<file path="src/design/fpavt_pkg.sv">
// Shared types and constants for the fixed-point affine vertex transform.
// Used by every module in this folder; has no dependencies of its own.
package fpavt_pkg;

    localparam int WORD_W    = 32;
    localparam int ACC_W     = 64;
    localparam int FRAC_BITS = 12;
    localparam int REG_W     = 64;
    localparam int NUM_REGS  = 6;
    localparam int NUM_ROWS  = 3;
    localparam int IDX_W     = 3;
    localparam int IDX_LSB   = 3;
    localparam int ADDR_W    = IDX_W + IDX_LSB;

    typedef logic signed [WORD_W-1:0] t_word;
    typedef logic signed [ACC_W-1:0]  t_acc;
    typedef logic [REG_W-1:0]         t_reg;

    // One matrix row as the lanes see it
    typedef struct packed {
        t_word c0;
        t_word c1;
        t_word c2;
        t_word offset;
    } t_row_cfg;

    // Load enables for the two lane stages
    typedef struct packed {
        logic s1;
        logic s2;
    } t_stage_en;

    typedef enum logic [IDX_W-1:0] {
        REG_ROW0_COLS01      = 3'd0,
        REG_ROW0_COL2_OFFSET = 3'd1,
        REG_ROW1_COLS01      = 3'd2,
        REG_ROW1_COL2_OFFSET = 3'd3,
        REG_ROW2_COLS01      = 3'd4,
        REG_ROW2_COL2_OFFSET = 3'd5
    } t_reg_idx;

    typedef enum logic {
        KIND_POINT     = 1'b0,
        KIND_DIRECTION = 1'b1
    } t_kind;

endpackage

</file>
<file path="src/design/fpavt_merge.sv">
// Merge stage: scale each lane sum, add translation for points, hold the result transaction.
// Depends on fpavt_pkg; sits between the lanes and the output channel.
module fpavt_merge (
    input  logic                 i_clk,
    input  logic                 i_rst_n,
    input  logic                 i_valid,
    input  logic                 i_kind,
    input  fpavt_pkg::t_acc      i_sum [fpavt_pkg::NUM_ROWS],
    input  fpavt_pkg::t_row_cfg  i_rows [fpavt_pkg::NUM_ROWS],
    output logic                 o_ready,
    output logic                 o_valid,
    input  logic                 i_ready,
    output fpavt_pkg::t_word     o_res [fpavt_pkg::NUM_ROWS]
);

    logic             r_valid;
    fpavt_pkg::t_word n_res [fpavt_pkg::NUM_ROWS];
    fpavt_pkg::t_word r_res [fpavt_pkg::NUM_ROWS];
    logic             w_load;

    assign o_ready = ~r_valid | i_ready;
    assign w_load  = i_valid & o_ready;

    // Shift out the fraction, keep 32 bits, add translation for points
    for (genvar r = 0; r < fpavt_pkg::NUM_ROWS; r++) begin : g_row
        fpavt_pkg::t_acc  w_shift;
        fpavt_pkg::t_word w_trunc;
        fpavt_pkg::t_word w_add;

        assign w_shift  = i_sum[r] >>> fpavt_pkg::FRAC_BITS;
        assign w_trunc  = w_shift[fpavt_pkg::WORD_W-1:0];
        assign w_add    = (i_kind == fpavt_pkg::KIND_DIRECTION) ? '0 : i_rows[r].offset;
        assign n_res[r] = w_trunc + w_add;
    end

    // Hold the result until it is taken
    always_ff @(posedge i_clk) begin
        if (!i_rst_n) begin
            r_valid <= 1'b0;
        end else if (o_ready) begin
            r_valid <= i_valid;
        end
    end

    always_ff @(posedge i_clk) begin
        if (w_load) begin
            r_res <= n_res;
        end
    end

    assign o_valid = r_valid;
    assign o_res   = r_res;

endmodule

</file>
<file path="config.mk">
export PLATFORM = sky130hd
export DESIGN_NAME = fpavt_merge
export DESIGN_NICKNAME = d
export VERILOG_FILES = /design/src/design/fpavt_pkg.sv /design/src/design/fpavt_merge.sv
export SDC_FILE = /design/constraint.sdc
export NUM_CORES = 1
export LEC_CHECK = 0
export BUFFER_PORTS_ARGS = -buffer_cell sky130_fd_sc_hd__buf_2
export CAP_MARGIN = 20
export CORE_AREA = 2 2 264 266
export DETAILED_ROUTE_END_ITERATION = 7
export DIE_AREA = 0 0 266 268
export PLACE_DENSITY_LB_ADDON = 0.15
export SYNTH_ARGS = -nofsm -noshare
export SYNTH_HDL_FRONTEND = slang
export SYNTH_SLANG_ARGS = --single-unit
</file>
<file path="constraint.sdc">
create_clock -name i_clk -period 4 [get_ports i_clk]
set_clock_uncertainty 0.1 [all_clocks]
set_input_delay 0.8 -clock i_clk [delete_from_list [all_inputs] [get_ports i_clk]]
set_output_delay 0.8 -clock i_clk [all_outputs]
set_load 0.005 [all_outputs]
</file>
# Word level (Yosys, flattened, before mapping)
# Cells that the tools add are included.
[word_totals]
regBits = 97
out_inout_bits = 98
elab_cells = 13
[op_classes]
addsub = 3
mux = 3
n_bitwise = 3
[op_table]
columns = ["operator", "n"]
rows = [
  ["$add A32 B32 Y32", 3],
  ["$mux W32", 3],
  ["$and A1 B1 Y1", 1],
  ["$not A1 Y1", 1],
  ["$or A1 B1 Y1", 1],
]

# Depth between registers and ports, before layout
[depth]
depth_word = 3
mapped_depth = 12
depth_no_buf = 10

# Worst setup path after synthesis
# OpenSTA, ideal clock, no wires.
[synth_path]
path_kind = "input to register"
startpoint = "input port i_kind"
endpoint = "register r_res, in the netlist o_res[24] (data pin)"
setup_ns = 0.262
arrival_ns = 3.454
path_slack_ns = 0.184
cell_stages = 12
path_buffers = 2
path_cell_list = "clkbuf_1 -> clkbuf_1 -> nor2b_1 -> ha_1 -> fa_1 -> a211oi_1 -> nor4_4 -> o2111ai_2 -> nand2_1 -> a31oi_1 -> o21ai_1 -> xor2_1"
[synth_rtl]
columns = ["item", "line", "source"]
rows = [
  ["start, declared", "fpavt_merge.sv:7", "input logic i_kind,"],
  ["end signal, assigned", "fpavt_merge.sv:47", "r_res <= n_res;"],
  ["end, declared", "fpavt_merge.sv:18", "fpavt_pkg::t_word r_res [fpavt_pkg::NUM_ROWS];"],
]

==> qor.yml <==
outcome:
  outcome: "complete, no violations"
critical_path:
  critPathBufInv: 4
  endpoint_kind: "flop"
  rr_worst_depth: 3
  cp-startpoint: "i_kind"
  worstPathArrival_ns: 3.73
  critPathSlowestCell: "a211oi_1"
  critPathMaxFanout: 24
  worst-path-stages: 12
  r2r_setup_slack_ns: 2.14
  critical_path.most_common_cell: "buf_4"
  cp_top_family: "compound AO/OA/AOI/OAI gates"
  reg2reg_from: "o_valid"
  crit_required_ns: 4.03
  r2r_end: "o_res[9]"
  max_stage_delay_ns: 0.39
  path_class: "primary input to flop"
  worstPathCellList: "buf_4 -> buf_12 -> buf_4 -> nor2b_1 -> ha_1 -> a21oi_1 -> o21ai_0 -> a211oi_1 -> o31ai_1 -> buf_4 -> o311ai_1 -> xnor2_1"
  crit_end: "o_res[61]"
  start_kind: "primary input"
pwr:
  peakVddDrop_mv: 0.202
  combPwrFrac: 0.369
  internal_power_w: 0.00236
  clkPwrFrac: 0.261
  p_seq_frac: 0.369
  powerDensity_nw_per_um2: 302
  switching_share: 0.350
  p_leak_nw: 5.32
  p_sw_w: 0.00127
route:
  wl_per_cell_um: 18.5
  route.met2.wl_mm: 18.2
  vias: 8390
  drc_errors: 0
  dr.pass1.iters: 5
  route.met3.wl_mm: 3.06
  drtIter0Drc: 327
  routed.top_layer: "met5"
  wl_met1_mm: 18.4
  via_per_inst: 3.86
  ant_nets: 0
  drt_wl_total_mm: 40.2
sta:
  worst_pin_slew_ns: 0.675
  rsz0062_at_grt: "false"
  finalSetupViolations: 0
  holdWs_ns: 0.486
  slew_headroom: 0.538
  timing.fmax_mhz: 270
  period_minus_slack_ns: 3.70
  hold_violations: 0
  fin_crit_sh: 0.925
  slew_violations: 0
clocking:
  cts.sinks: 97
  clkTransAtPathRegs_ns: 0.08
  clockRootBuffer: "clkbuf_16"
  clk_latency_ns: 0.37
  numCtsBuffers: 9
  htree_levels: 3
  hold_buffers: 0
  cts_tree: "yes"
  post_cts.repair.setup_buffers: 0
  cts_max_path_buffers: 2
  cts-resized-gates: 0
synthesis:
  synth_cells: 926
  synth_ff_type: "edfxtp_1"
  synth_area_um2: 8650
  synth.top_cell.area_share: 0.333
  ys_types: 69
  ys_ff_latch: 97
  ys_top_cells_by_count: "96 x edfxtp_1, 96 x nor2b_1, 93 x ha_1, 78 x a21oi_1, 61 x nand2_1"
  synth_edf_count: 96
  yosys-top-cells-area: "edfxtp_1 33%, ha_1 13%, nor2b_1 6.9%"
  synth_area_per_cell_um2: 9.34
  synth_nets: 1603
  synth_top_area_cell: "edfxtp_1"
  yosys_warnings: 0
  synth_seq_area_share: 0.336
  async_flop_share: 0
layout:
  fill_cells: 7780
  drive_gt1_frac: 0.316
  syn_to_final_growth_pct: 39.4
  nets: 1958
  fin_cells: 2173
job:
  maxCapViolations: 0
global_routing:
  grt_pass1_vias: 8781
  antenna_found_initial: 15
  grt_max_degree: 46
  grt_pass1_wl_mm: 57.5
  grtUsageTotal: 0.111
  overflow: 0
floorplan:
  ioPinCount: 679
  die_h_um: 268
  start_util: 0.127
  die_w_um: 266
  die-area_um2: 71300
  fp-row-count: 96
  core_area_um2: 68200
place:
  dp.cells: 2152
  dp_hpwl_mm: 34.2
  io_buffers: 294
  gp_congestion: 0.819
min_path:
  hold_class: "flop to flop"
==> flip-flops by register name, summed over array words and instances, names as in the netlist <==
register and flops:
o_res 96, o_valid 1
==> layer usage <==
metal | vias to the layer above | global-route usage
li1 | 4180 | -
met1 | 3886 | 0.142
met2 | 269 | 0.180
met3 | 37 | 0.0382
met4 | 18 | 0.0222
met5 | - | 0
==> worst min-delay path: stages, from the launching register on <==
cell	delay, ns
dfxtp_1	0.33
nand2b_1	0.11
a21boi_0	0.10
==> final cells by class <==
| cell class | count | area [um2] | area share |
|---|---|---|---|
| Sequential cell | 97 | 2900 | 0.241 |
| Antenna cell | 5 | 12.5 | 0.00104 |
| Tap cell | 882 | 1100 | 0.0916 |
| Multi-Input combinational cell | 775 | 5530 | 0.459 |
| Timing Repair Buffer | 377 | 2120 | 0.176 |
| Clock buffer | 9 | 225 | 0.0187 |
| Inverter | 21 | 78.8 | 0.00654 |
| Clock inverter | 7 | 75.1 | 0.00623 |
==> cell usage in the layout (no fill, tap or decap), types with 21 or more instances in the layout <==
| cell type | Yosys | final |
|---|---|---|
| buf_2 | 6 | 293 |
| nor2b_1 | 96 | 96 |
| edfxtp_1 | 96 | 96 |
| ha_1 | 93 | 93 |
| buf_4 | 1 | 82 |
| a21oi_1 | 78 | 78 |
| nand2_1 | 61 | 61 |
| xnor2_1 | 49 | 49 |
| nor2_1 | 49 | 49 |
| a21o_1 | 47 | 47 |
| o21ai_0 | 40 | 40 |
| xor2_1 | 36 | 36 |
| inv_1 | 21 | 21 |
==> power by group through the flow <==
stage | clock [W] | sequential (W) | combinational (W)
after floorplan | 0 | 0.00137 | 0.000695
after global placement | 0 | 0.00137 | 0.00138
after detailed placement | 0 | 0.00137 | 0.00137
after CTS | 0.00102 | 0.00135 | 0.00138
after global routing | 0.00104 | 0.00136 | 0.00149
final | 0.000949 | 0.00134 | 0.00134
==> worst min-delay path by stage <==
stage / startpoint / endpoint / cells after the start
finish: o_valid / o_valid / 2
global route: o_valid / o_valid / 2
CTS: o_valid / o_valid / 2
detailed placement: o_valid / o_valid / 2
global placement: o_valid / o_valid / 2
floorplan: o_valid / o_valid / 2
==> cells by family (layout without fill, tap and decap cells) <==
| family | after synthesis | in the layout | share of synthesized area |
|---|---|---|---|
| simple gates | 292 | 292 | 0.179 |
| xor+xnor | 85 | 85 | 0.0861 |
| flops | 97 | 97 | 0.336 |
| mux | 3 | 3 | 0.00347 |
| fa+ha+maj | 96 | 96 | 0.142 |
| compound gates | 299 | 299 | 0.229 |
| buf+inv | 54 | 414 | 0.0247 |
| other cells | 0 | 5 | 0 |
==> stage by stage <==
step | power, W | util | worst slack (ns) | setup TNS (ns) | area (um2)
after detailed placement | 0.00273 | 0.172 | -0.0535 | -0.182 | 11700
after global placement | 0.00275 | 0.172 | -0.125 | -0.207 | 11700
after CTS | 0.00375 | 0.176 | 0.372 | 0 | 12000
after floorplan | 0.00206 | - | 0.184 | 0 | 8650
final | 0.00363 | 0.177 | 0.302 | 0 | 12100
after global routing | 0.00389 | 0.176 | 0.205 | 0 | 12000
Note: power is estimated with default switching activity, not from simulation.
