### src/design/fpavt_pkg.sv
// Shared types and constants for the fixed-point affine vertex transform.
// Used by every module in this folder; has no dependencies of its own.
package fpavt_pkg;

    localparam int WORD_W    = 32;
    localparam int ACC_W     = 64;
    localparam int FRAC_BITS = 12;
    localparam int REG_W     = 64;
    localparam int NUM_REGS  = 6;
    localparam int NUM_ROWS  = 3;
    localparam int IDX_W     = 3;
    localparam int IDX_LSB   = 3;
    localparam int ADDR_W    = IDX_W + IDX_LSB;

    typedef logic signed [WORD_W-1:0] t_word;
    typedef logic signed [ACC_W-1:0]  t_acc;
    typedef logic [REG_W-1:0]         t_reg;

    // One matrix row as the lanes see it
    typedef struct packed {
        t_word c0;
        t_word c1;
        t_word c2;
        t_word offset;
    } t_row_cfg;

    // Load enables for the two lane stages
    typedef struct packed {
        logic s1;
        logic s2;
    } t_stage_en;

    typedef enum logic [IDX_W-1:0] {
        REG_ROW0_COLS01      = 3'd0,
        REG_ROW0_COL2_OFFSET = 3'd1,
        REG_ROW1_COLS01      = 3'd2,
        REG_ROW1_COL2_OFFSET = 3'd3,
        REG_ROW2_COLS01      = 3'd4,
        REG_ROW2_COL2_OFFSET = 3'd5
    } t_reg_idx;

    typedef enum logic {
        KIND_POINT     = 1'b0,
        KIND_DIRECTION = 1'b1
    } t_kind;

endpackage

### src/design/fpavt_regs.sv
// Matrix register file behind the APB-style configuration port.
// Depends on fpavt_pkg for register indexes and the row layout.
module fpavt_regs (
    input  logic                           i_clk,
    input  logic                           i_rst_n,
    input  logic                           psel,
    input  logic                           penable,
    input  logic                           pwrite,
    input  logic [fpavt_pkg::ADDR_W-1:0]   paddr,
    input  fpavt_pkg::t_reg                pwdata,
    output fpavt_pkg::t_reg                prdata,
    output logic                           pready,
    output fpavt_pkg::t_row_cfg            o_rows [fpavt_pkg::NUM_ROWS]
);

    fpavt_pkg::t_reg     r_regs [fpavt_pkg::NUM_REGS];
    fpavt_pkg::t_reg_idx w_idx;
    logic                w_wr;

    assign pready = 1'b1;
    assign w_idx  = fpavt_pkg::t_reg_idx'(paddr[fpavt_pkg::ADDR_W-1:fpavt_pkg::IDX_LSB]);
    assign w_wr   = psel & penable & pwrite;

    // Write on the access cycle; drop writes beyond the last register
    always_ff @(posedge i_clk) begin
        if (!i_rst_n) begin
            for (int i = 0; i < fpavt_pkg::NUM_REGS; i++) begin
                r_regs[i] <= '0;
            end
        end else if (w_wr) begin
            unique case (w_idx)
                fpavt_pkg::REG_ROW0_COLS01:      r_regs[fpavt_pkg::REG_ROW0_COLS01]      <= pwdata;
                fpavt_pkg::REG_ROW0_COL2_OFFSET: r_regs[fpavt_pkg::REG_ROW0_COL2_OFFSET] <= pwdata;
                fpavt_pkg::REG_ROW1_COLS01:      r_regs[fpavt_pkg::REG_ROW1_COLS01]      <= pwdata;
                fpavt_pkg::REG_ROW1_COL2_OFFSET: r_regs[fpavt_pkg::REG_ROW1_COL2_OFFSET] <= pwdata;
                fpavt_pkg::REG_ROW2_COLS01:      r_regs[fpavt_pkg::REG_ROW2_COLS01]      <= pwdata;
                fpavt_pkg::REG_ROW2_COL2_OFFSET: r_regs[fpavt_pkg::REG_ROW2_COL2_OFFSET] <= pwdata;
                default: ;
            endcase
        end
    end

    // Read back the addressed register
    always_comb begin
        unique case (w_idx)
            fpavt_pkg::REG_ROW0_COLS01:      prdata = r_regs[fpavt_pkg::REG_ROW0_COLS01];
            fpavt_pkg::REG_ROW0_COL2_OFFSET: prdata = r_regs[fpavt_pkg::REG_ROW0_COL2_OFFSET];
            fpavt_pkg::REG_ROW1_COLS01:      prdata = r_regs[fpavt_pkg::REG_ROW1_COLS01];
            fpavt_pkg::REG_ROW1_COL2_OFFSET: prdata = r_regs[fpavt_pkg::REG_ROW1_COL2_OFFSET];
            fpavt_pkg::REG_ROW2_COLS01:      prdata = r_regs[fpavt_pkg::REG_ROW2_COLS01];
            fpavt_pkg::REG_ROW2_COL2_OFFSET: prdata = r_regs[fpavt_pkg::REG_ROW2_COL2_OFFSET];
            default:                         prdata = '0;
        endcase
    end

    // Split each register pair into the row's coefficients and translation
    for (genvar r = 0; r < fpavt_pkg::NUM_ROWS; r++) begin : g_row
        assign o_rows[r].c0     = r_regs[2*r][fpavt_pkg::WORD_W-1:0];
        assign o_rows[r].c1     = r_regs[2*r][fpavt_pkg::REG_W-1:fpavt_pkg::WORD_W];
        assign o_rows[r].c2     = r_regs[2*r+1][fpavt_pkg::WORD_W-1:0];
        assign o_rows[r].offset = r_regs[2*r+1][fpavt_pkg::REG_W-1:fpavt_pkg::WORD_W];
    end

endmodule

### config.mk
export PLATFORM = sky130hd
export DESIGN_NAME = fpavt_regs
export DESIGN_NICKNAME = d
export VERILOG_FILES = /design/src/design/fpavt_pkg.sv /design/src/design/fpavt_regs.sv
export SDC_FILE = /design/constraint.sdc
export NUM_CORES = 1
export LEC_CHECK = 0
export BUFFER_PORTS_ARGS = -buffer_cell sky130_fd_sc_hd__buf_2
export CORE_AREA = 3 3 205 207
export CTS_CLUSTER_DIAMETER = 80
export DETAILED_ROUTE_END_ITERATION = 8
export DIE_AREA = 0 0 208 210
export HOLD_SLACK_MARGIN = 0.08
export PLACE_DENSITY = 0.66
export RECOVER_POWER = 50
export SETUP_SLACK_MARGIN = 0.05
export SLEW_MARGIN = 5
export SYNTH_ARGS = -nofsm -noshare
export SYNTH_HDL_FRONTEND = slang
export SYNTH_SLANG_ARGS = --single-unit
### constraint.sdc
create_clock -name i_clk -period 32.1 [get_ports i_clk]
set_clock_uncertainty 0.2 [all_clocks]
set_input_delay 6.42 -clock i_clk [delete_from_list [all_inputs] [get_ports i_clk]]
set_output_delay 6.42 -clock i_clk [all_outputs]
set_load 0.01 [all_outputs]
After elaboration in Yosys (flattened, before gate mapping). Memory sizes are Yosys's and may differ from the RTL's. Index checks and enable logic that the tools add are counted.

Register bits after elaboration: 0. Memory bits (writable): 384. Bits of input ports: 75. Output and inout port bits: 449. Logic and storage cells: 47. Memories kept: 1.

Memory list: r_regs (depth 6, width 64, read ports 6, clocked after Yosys merged registers in 0, wr ports 6, RTL line fpavt_regs.sv:16) `fpavt_pkg::t_reg r_regs [fpavt_pkg::NUM_REGS];`.

Equal/unequal tests: 5. Muxes and demuxes: 32. Bitwise logic cells: 8. Reduce and logical (&&, ||, !) cells: 1.

Operators by type and width (number): 64-bit 2-to-1 mux (6); 64-bit one-hot mux with 6 select lines (1); 1-bit 2-to-1 mux (25); 3-bit by 2-bit equality test with 1-bit output, second input constant (2); 3-bit equality test, second input constant (2); 1-bit OR (6); 3-bit by 1-bit equality test with 1-bit output, second input constant (1); 3-bit logical NOT (1); 1-bit AND (2).

Logic depth before layout (Yosys ltp). Gate-level depths: netlist (run 1).

Depth after elaboration: 6. Mapped depth: 7. Mapped depth without buffers: 3.

Worst setup path after synthesis (run 1). No wires, ideal clock.

Path type: input-to-reg. Start: input paddr[3] in the netlist's numbering. End: memory r_regs[0][0] in the netlist's numbering, enable pin. Setup time: 0.661 ns. Data arrival time: 13.652 ns. Data required time: 31.239 ns. Slack: 17.587 ns. Stages on the path: 5. Buffers on the path: 4. Cells stage by stage: buf_6 > buf_4 > buf_2 > clkbuf_1 > o41ai_1.

RTL lines: start, declared (RTL line fpavt_regs.sv:9) `input logic [fpavt_pkg::ADDR_W-1:0] paddr,`; end, declared (RTL line fpavt_regs.sv:16).

Worst setup path after layout (run 1).
Start: input paddr[4] in the netlist's numbering. End: output prdata[5].

Word-level cells in the longest chain between the ends: 2. Elaborated cells on any way between the ends: 7. Classes of those cells: eq/ne: 5; mux: 1; reduce/logical: 1.

Ends and longest elaborated chain: 3-bit equality test (tied with other cells) (RTL line fpavt_regs.sv:45) `unique case (w_idx)`; 64-bit one-hot mux with 6 select lines (*) (RTL line fpavt_regs.sv:45); end, declared (RTL line fpavt_regs.sv:11) `output fpavt_pkg::t_reg prdata,`.

Every way passes the cells marked *; elsewhere a longest branch is shown, timed or not.

==> reports/results.tsv, run 1 <==
stage	metric	value	unit
setup_path	CP peak stage delay	2350	ps
hold_path	Hold WC Path Type	in -> reg	
timing	Final Hold Fails	0	
timing	final setup fails	0	
logic_synthesis	Ys Warns	0	
setup_path	critical path class	in -> out	
timing	Slew @ Worst Pin	3890	ps
final_layout	largest registers	r_regs: 384 flops	
clocking	TritonCTS clock tree	done	
power_and_ir_drop	pwr dens	55.6	nW/µm²
placed_design	GPL Wtd Cong	0.864	
power_and_ir_drop	Logic pwr share	11.2	%
power_and_ir_drop	Clock power frac	38.9	%
detailed_routing	top sig layer	met5	
logic_synthesis	Synth Flop Type	edfxtp_1	
power_and_ir_drop	sw frac	25.2	%
floorplan	core footprint	40600	µm²
timing	f_max	54.3	MHz
logic_synthesis	synth top area cells	edfxtp_1 65%, and2_1 12%, mux2_2 4.6%	
detailed_routing	First-pass DRT Iterations	7	
final_layout	layout cells sized above 1	19.3	%
clocking	clock buffer depth	3	
detailed_routing	Metal-1 WL	24500	µm
status	status	complete, but fails checks	
power_and_ir_drop	VDD IR max	0.0000366	V
clocking	hold bufs inserted after CTS	0	
setup_path	Startpoint Class	input pin	
grt	first-pass GRT wire length	88900	µm
grt	total grt overflow	0	
power_and_ir_drop	Pint	896	µW
clocking	CTS sink count	384	
detailed_routing	via count	12880	
timing	crit path time final	18420	ps
final_layout	Fillers	3710	
grt	initial antenna violation count	5	
detailed_routing	post-route ant nets	0	
setup_path	crit end category	primary output	
floorplan	placement row count	74	
clocking	H-tree depth	2	
placed_design	DP Wirelength	38400	µm
clocking	cts repair resizes	0	
logic_synthesis	flops & latches, synth	384	
setup_path	CP dominant cell by count	clkbuf_1	
setup_path	Crit path max-delay family	buffers and inverters	
status	violated checks	max-capacitance violations, max-slew violations	
logic_synthesis	async set-reset flop share out of synthesis	0	%
setup_path	crit-path max FO	47	
setup_path	Arr. time, crit path	11800	ps
power_and_ir_drop	Flop pwr share	49.9	%
power_and_ir_drop	Leakage	7.72	nW
logic_synthesis	Post-Syn Area	17700	µm²
detailed_routing	routed wl met3	5820	µm
logic_synthesis	largest area contributor in the netlist	edfxtp_1	
setup_path	WP buf/inv	3	
detailed_routing	Residual DRC	0	
clocking	CTS root buf	clkbuf_16	
detailed_routing	initial DRC count	1099	
timing	setup TNS	0	ps
detailed_routing	DR WL/cell	26.6	µm
grt	vias in the first global route	13000	
clocking	Setup Fix Bufs, Post-CTS	0	
timing	RSZ-0062 raised after global routing	false	
timing	Final Cycle Share	57.4	%
clocking	clk slew on worst S/H paths	60	ps
logic_synthesis	Post-synth EDFFs	384	
flow_run	maxcap violations	8	
final_layout	register with the highest flop count	r_regs	
power_and_ir_drop	Sw Pwr	302	µW
placed_design	port bufs	519	
logic_synthesis	Synth Area per Inst	14.0	µm²
detailed_routing	Vias per Instance	5.54	
setup_path	crit path cell chain	clkbuf_1 -> clkbuf_1 -> mux2_2 -> a221oi_1 -> a31oi_1 -> buf_2	
timing	Slew Limit Fails	354	
floorplan	Initial Util	43.6	%
floorplan	Ports	524	
logic_synthesis	sequential cell area fraction in the yosys report	65.2	%
logic_synthesis	Yosys cell types	40	
grt	largest net degree at the start of global routing	77	
clocking	total CTS buffers	42	
setup_path	Required @ worst endpoint	25480	ps
detailed_routing	drt total wl	61800	µm
timing	relative slew slack	-159	%
logic_synthesis	Synth top area share	65.2	%
grt	Tot GR Track Use	27.3	%
logic_synthesis	Syn Nets	1340	
logic_synthesis	cell count after synthesis	1265	
timing	Hold Worst Slack	5990	ps
detailed_routing	met2 wire len	29600	µm
setup_path	Slowest cell on crit path	clkbuf_1	
final_layout	Area growth, synth to finish	21.8	%
floorplan	die area	43700	µm²
floorplan	Die W	208	µm
final_layout	Final nets	1836	
floorplan	Die Height	210	µm
final_layout	max reg flops	384	
-- final cells by class --
type | instances | area (µm²) | share of cell area [%]
timing repair buffer | 547 | 2310 | 10.7
sequential | 384 | 11500 | 53.5
clock buffer | 59 | 1180 | 5.47
tap | 532 | 666 | 3.09
multi-input combinational | 783 | 5710 | 26.5
clock inverter | 16 | 138 | 0.639
inverter | 3 | 11.3 | 0.0523
antenna | 3 | 7.51 | 0.0348
-- cells in the mapped netlist, drive strengths merged, types with 2 or more instances --
library cell and instances:
inv 2, mux2i 65, a311o 12, o31ai 3, a221oi 11, o221ai 12, a22oi 19, and3b 3
a211oi 12, a221o 10, a21oi 34, o41ai 2, nor4 2, o21ai 11, nand2 31, clkbuf 51
nand2b 2, nor2 25, nor3b 19, nand3 15, o22ai 19, nor2b 3, mux2 72, a31oi 11
edfxtp 384, buf 44, and2 384, nor3 3
-- path summary, 6_finish.rpt --
check	end	from	cells after the start
max	prdata[5]	paddr[4]	6
min	r_regs[4][10]	pwdata[10]	2
-- per-stage QoR --
stage | power, mW | utilization [%] | cell area, µm² | cells | worst slack [ps]
after floorplan | 0.676 | - | 17700 | 1265 | 17590
after global placement | 0.746 | 51.2 | 20800 | 2249 | 16000
after detailed placement | 0.748 | 51.2 | 20800 | 2249 | 15940
after CTS | 1.21 | 54.4 | 22100 | 2324 | 15940
after global routing | 1.24 | 53.1 | 21500 | 2325 | 13560
final | 1.20 | 53.1 | 21500 | 2327 | 13680
-- cells by family (layout without fill, tap and decap cells) --
group,Yosys count,in the layout,synth area share [%]
mux,137,137,8.26
buf+inv,98,625,2.86
flops,384,384,65.2
other cells,1,4,0.0212
compound gates,156,156,6.26
simple gates,489,489,17.4
-- placed cells by master, fill, tap and decap left out, types with 8 or more instances in the layout --
| cell | n |
|---|---|
| nand3_1 | 15 |
| a211oi_1 | 12 |
| mux2_2 | 72 |
| mux2i_1 | 65 |
| clkbuf_16 | 45 |
| edfxtp_1 | 384 |
| buf_4 | 21 |
| and2_2 | 49 |
| o22ai_1 | 19 |
| clkbuf_1 | 407 |
| a21oi_1 | 34 |
| and2_1 | 276 |
| o221ai_1 | 12 |
| clkinv_1 | 8 |
| a311o_1 | 12 |
| nor2_1 | 22 |
| and2_0 | 59 |
| nor3b_1 | 19 |
| o21ai_0 | 10 |
| a22oi_1 | 19 |
| a221oi_1 | 11 |
| a31oi_1 | 11 |
| a221o_1 | 10 |
| nand2_1 | 31 |
| buf_2 | 132 |
-- per-layer routing --
metal  vias up  track usage [%]
met5         -                0
met4         2             9.16
met3       102             7.50
met2       652             44.5
met1      6480             35.8
li1       5644                -
-- power by group through the flow --
stage | sequential (mW) | clock [mW] | combinational [mW]
floorplan | 0.622 | 0 | 0.0536
global placement | 0.605 | 0 | 0.141
detailed placement | 0.607 | 0 | 0.142
CTS | 0.596 | 0.475 | 0.142
global route | 0.601 | 0.497 | 0.142
finish | 0.598 | 0.467 | 0.134
(Power assumes the default switching activity.)
==> inputs of run 2 (changes only) <==
--- a/config.mk
+++ b/config.mk
@@ -6,12 +6,12 @@
 export NUM_CORES = 1
 export LEC_CHECK = 0
 export BUFFER_PORTS_ARGS = -buffer_cell sky130_fd_sc_hd__buf_2
-export CORE_AREA = 3 3 205 207
+export CORE_AREA = 3 3 200 202
 export CTS_CLUSTER_DIAMETER = 80
 export DETAILED_ROUTE_END_ITERATION = 8
-export DIE_AREA = 0 0 208 210
+export DIE_AREA = 0 0 203 205
 export HOLD_SLACK_MARGIN = 0.08
-export PLACE_DENSITY = 0.66
+export PLACE_DENSITY = 0.69
 export RECOVER_POWER = 50
 export SETUP_SLACK_MARGIN = 0.05
 export SLEW_MARGIN = 5
==> constraint.sdc (replaced) <==
create_clock -name i_clk -period 18 [get_ports i_clk]
set_clock_uncertainty 0.2 [all_clocks]
set_input_delay 3.6 -clock i_clk [delete_from_list [all_inputs] [get_ports i_clk]]
set_output_delay 3.6 -clock i_clk [all_outputs]
set_load 0.01 [all_outputs]
==> run 2 against run 1 <==
The run still ends with max-capacitance violations, max-slew violations left. Clock power up 79%. Final cell count is 0.77% lower. Core utilization grew 2.8 points. Critical path type unchanged.
==> reports/results.tsv, run 2 (synthesis gave the netlist of run 1 again) <==
stage	metric	value	unit
setup_path	CP peak stage delay	1630	ps
flow_run	maxcap violations	8	
floorplan	Die W	203	µm
detailed_routing	post-route ant nets	0	
detailed_routing	Vias per Instance	5.63	
status	status	complete, but fails checks	
timing	Final Hold Fails	0	
floorplan	Die Height	205	µm
grt	first-pass GRT wire length	86400	µm
floorplan	placement row count	72	
power_and_ir_drop	Logic pwr share	11.0	%
timing	Final Cycle Share	65.5	%
clocking	clock buffer depth	3	
grt	largest net degree at the start of global routing	68	
floorplan	Initial Util	46.0	%
power_and_ir_drop	Flop pwr share	49.8	%
floorplan	Ports	524	
status	violated checks	max-capacitance violations, max-slew violations	
timing	RSZ-0062 raised after global routing	false	
detailed_routing	First-pass DRT Iterations	6	
clocking	CTS root buf	clkbuf_16	
setup_path	Required @ worst endpoint	14200	ps
floorplan	die area	41600	µm²
placed_design	DP Wirelength	37900	µm
power_and_ir_drop	pwr dens	99.5	nW/µm²
detailed_routing	DR WL/cell	26.2	µm
final_layout	max reg flops	384	
setup_path	critical path class	in -> out	
timing	relative slew slack	-152	%
placed_design	DP Area	20700	µm²
timing	f_max	84.8	MHz
final_layout	commonest non-fill, non-tap cells in the layout	396 x clkbuf_1, 384 x edfxtp_1, 289 x and2_1	
power_and_ir_drop	Leakage	7.73	nW
final_layout	Final nets	1835	
setup_path	crit end category	primary output	
final_layout	final instance area	21500	µm²
setup_path	Slowest cell on crit path	clkbuf_1	
timing	setup TNS	0	ps
power_and_ir_drop	Pint	1.60	mW
final_layout	Area growth, synth to finish	21.6	%
power_and_ir_drop	VDD IR max	0.0000893	V
setup_path	CP Depth	6	
power_and_ir_drop	sw frac	25.0	%
clocking	hold bufs inserted after CTS	0	
setup_path	crit-path max FO	55	
placed_design	GPL Wtd Cong	0.829	
final_layout	layout cells sized above 1	19.1	%
hold_path	Hold WC Path Type	in -> reg	
final_layout	commonest non-fill, non-tap cell in the layout	clkbuf_1	
setup_path	WP buf/inv	4	
setup_path	Startpoint Class	input pin	
clocking	total CTS buffers	42	
final_layout	Fillers	3374	
final_layout	register with the highest flop count	r_regs	
timing	Hold Worst Slack	3170	ps
setup_path	Crit path max-delay family	buffers and inverters	
timing	crit path time final	11790	ps
hold_path	WHS Path Cells	2	
timing	Slew @ Worst Pin	3770	ps
setup_path	crit path cell chain	clkbuf_1 -> buf_4 -> inv_2 -> nand2_1 -> o221ai_1 -> buf_2	
power_and_ir_drop	Sw Pwr	535	µW
placed_design	port bufs	519	
grt	vias in the first global route	12916	
clocking	CTS sink count	384	
grt	total grt overflow	0	
clocking	H-tree depth	2	
final_layout	Final Core Density	55.9	%
detailed_routing	Residual DRC	0	
clocking	TritonCTS clock tree	done	
final_layout	largest registers	r_regs: 384 flops	
floorplan	core footprint	38500	µm²
timing	Slew Limit Fails	280	
timing	final setup fails	0	
grt	initial antenna violation count	4	
detailed_routing	initial DRC count	1076	
power_and_ir_drop	Clock power frac	39.1	%
setup_path	Arr. time, crit path	7990	ps
clocking	Setup Fix Bufs, Post-CTS	0	
clocking	clk slew on worst S/H paths	60	ps
grt	Tot GR Track Use	28.1	%
clocking	cts repair resizes	0	
detailed_routing	drt total wl	60400	µm
detailed_routing	via count	13002	
run 2: cell count changes in the layout (fill, tap and decap cells not counted), sizes merged:
| cell | before | now |
|---|---|---|
| bufinv | 2 | 3 |
| clkinv | 12 | 19 |
| clkbuf | 453 | 442 |
| diode | 3 | 2 |
run 2: routing by layer:
layer | track usage, % | part of all wire [%] | vias up
met2 | 47.0 | 49 | 754
met5 | 0 | 0.041 | -
met4 | 9.97 | 3.4 | 4
met3 | 7.12 | 10 | 131
met1 | 35.6 | 38 | 6462
li1 | - | - | 5651
run 2: cell type report:
cell class / instances / area [µm²] / area share [%]
multi-input cells: 783 / 5690 / 26.5
clock buffers: 49 / 1140 / 5.30
flip-flops and latches: 384 / 11500 / 53.6
well taps: 518 / 648 / 3.01
clock inverters: 24 / 180 / 0.838
inverters: 3 / 11.3 / 0.0523
repair buffers: 546 / 2300 / 10.7
diodes: 2 / 5.00 / 0.0233
run 2: per-stage QoR:
stage	power [mW]	cells	setup slack, ps
after floorplan	1.20	1265	6310
after global placement	1.33	2234	7610
after detailed placement	1.33	2234	7550
after CTS	2.16	2307	7550
after global routing	2.20	2308	6140
final	2.14	2309	6210
run 2: final timing paths:
| kind | startpoint | to | slack, ps |
|---|---|---|---|
| max | paddr[4] | prdata[47] | 6210 |
| min | pwdata[21] | r_regs[5][21] | 3170 |
run 2: power groups by stage:
stage	Clock (mW)	Combinational, mW	Sequential [mW]
CTS	0.846	0.252	1.06
floorplan	0	0.0955	1.11
finish	0.837	0.236	1.07
global route	0.883	0.251	1.07
global placement	0	0.250	1.08
detailed placement	0	0.251	1.08
==> inputs of run 3 (changes only) <==
==> constraint.sdc (replaced) <==
create_clock -name i_clk -period 11.6 [get_ports i_clk]
set_clock_uncertainty 0.2 [all_clocks]
set_input_delay 2.32 -clock i_clk [delete_from_list [all_inputs] [get_ports i_clk]]
set_output_delay 2.32 -clock i_clk [all_outputs]
set_load 0.01 [all_outputs]
==> run 3 against run 2 <==
The flow still finishes with violations (max-capacitance violations, max-slew violations). Clock power rose by 54%. Setup slack got worse by 3600 ps. Non-clock buffer count rose by 2. Die area did not move. Combinational power rose by 55%. Routed wire length rose by 0.28%. Flip-flop and latch count did not move. Sequential share of layout area barely moved. Clock-buffer cell count rose by 4. Cell area barely moved.
==> reports/results.tsv, run 3 (synthesis gave the netlist of run 1 again) <==
stage	metric	value	unit
floorplan	Ports	524	
power_and_ir_drop	total power	3.31	mW
clocking	H-tree depth	2	
clocking	CTS sink count	384	
clocking	Setup Fix Bufs, Post-CTS	0	
final_layout	register with the highest flop count	r_regs	
timing	Slew @ Worst Pin	3650	ps
detailed_routing	DR WL/cell	26.2	µm
timing	Slew Limit Fails	295	
clocking	total CTS buffers	42	
floorplan	placement row count	72	
status	status	complete, but fails checks	
placed_design	DP Area	20800	µm²
detailed_routing	Vias per Instance	5.64	
grt	vias in the first global route	12774	
power_and_ir_drop	Pint	2.48	mW
timing	Final Cycle Share	77.2	%
clocking	TritonCTS clock tree	done	
detailed_routing	Residual DRC	0	
power_and_ir_drop	Logic pwr share	11.0	%
final_layout	final instance area	21500	µm²
placed_design	GPL Wtd Cong	0.837	
power_and_ir_drop	pwr dens	154	nW/µm²
timing	f_max	112	MHz
clocking	clk slew on worst S/H paths	60	ps
power_and_ir_drop	Flop pwr share	49.9	%
detailed_routing	post-route ant nets	0	
power_and_ir_drop	Sw Pwr	838	µW
detailed_routing	First-pass DRT Iterations	7	
final_layout	commonest non-fill, non-tap cells in the layout	401 x clkbuf_1, 384 x edfxtp_1, 296 x and2_1	
grt	largest net degree at the start of global routing	67	
final_layout	Final nets	1837	
detailed_routing	initial DRC count	1108	
setup_path	Startpoint Class	input pin	
power_and_ir_drop	sw frac	25.3	%
final_layout	layout cells sized above 1	19.4	%
grt	initial antenna violation count	4	
setup_path	Arr. time, crit path	6430	ps
floorplan	Die W	203	µm
grt	total grt overflow	0	
grt	first-pass GRT wire length	85400	µm
clocking	hold bufs inserted after CTS	0	
hold_path	Hold WC Path Type	in -> reg	
grt	Tot GR Track Use	27.8	%
setup_path	crit-path max FO	59	
floorplan	Initial Util	46.0	%
hold_path	WHS Path Cells	2	
power_and_ir_drop	Leakage	7.75	nW
timing	relative slew slack	-143	%
floorplan	core footprint	38500	µm²
timing	crit path time final	8950	ps
clocking	CTS root buf	clkbuf_16	
final_layout	largest registers	r_regs: 384 flops	
timing	RSZ-0062 raised after global routing	false	
final_layout	commonest non-fill, non-tap cell in the layout	clkbuf_1	
detailed_routing	drt total wl	60600	µm
placed_design	port bufs	519	
final_layout	Area growth, synth to finish	21.5	%
detailed_routing	via count	13049	
power_and_ir_drop	VDD IR max	0.000121	V
setup_path	critical path class	in -> out	
flow_run	maxcap violations	8	
floorplan	Die Height	205	µm
clocking	clock buffer depth	3	
clocking	cts repair resizes	0	
placed_design	DP Wirelength	38700	µm
timing	setup TNS	0	ps
status	violated checks	max-capacitance violations, max-slew violations	
setup_path	crit end category	primary output	
setup_path	Required @ worst endpoint	9080	ps
power_and_ir_drop	Clock power frac	39.0	%
timing	Final Hold Fails	0	
floorplan	die area	41600	µm²
timing	final setup fails	0	
final_layout	max reg flops	384	
## run 3: power by group through the flow
stage          Clock (mW)  Combinational [mW]  Sequential [mW]
6_report             1.29               0.366             1.65
5_1_grt              1.36               0.389             1.66
4_1_cts              1.31               0.390             1.65
3_5_place_dp            0               0.389             1.68
3_3_place_gp            0               0.387             1.67
2_1_floorplan           0               0.148             1.72
## run 3: area by class of cell
class                      instances  area (µm²)
antenna                            3        7.51
clock buffer                      53        1160
clock inverter                    22         159
fill                            3422       17000
inverter                           3        11.3
multi-input combinational        783        5670
sequential                       384       11500
tap                              518         648
timing repair buffer             548        2320
## run 3: per-layer routing
layer | track usage [%] | wire length, µm | share of wire, % | up-vias
met5 | 0 | 14 | 0.023 | -
li1 | - | - | - | 5647
met2 | 45.5 | 29000 | 48 | 768
met4 | 10.3 | 2240 | 3.7 | 2
met3 | 7.80 | 6060 | 10 | 130
met1 | 35.5 | 23300 | 38 | 6502
## run 3: critical path, cell delays in order
cell and delay [ps]:
buf_4 370, clkbuf_1 2610, mux2_2 500, a221oi_1 260, a31oi_1 110, buf_2 220
## run 3: path summary, 6_finish.rpt
path / startpoint / end / slack, ps
setup / recovery: paddr[4] / prdata[59] / 2650
hold / removal: pwdata[25] / r_regs[4][25] / 1890
## run 3: through the flow
step                setup WS (ps)  instances  hold slack [ps]  utilization (%)
finish                       2650       2314             1890             55.9
global placement             3870       2236             2450             54.0
detailed placement           3830       2236             2460             54.0
floorplan                    1190       1265             2320                -
CTS                          3830       2311             1860             57.4
global route                 2480       2313             1870             55.9
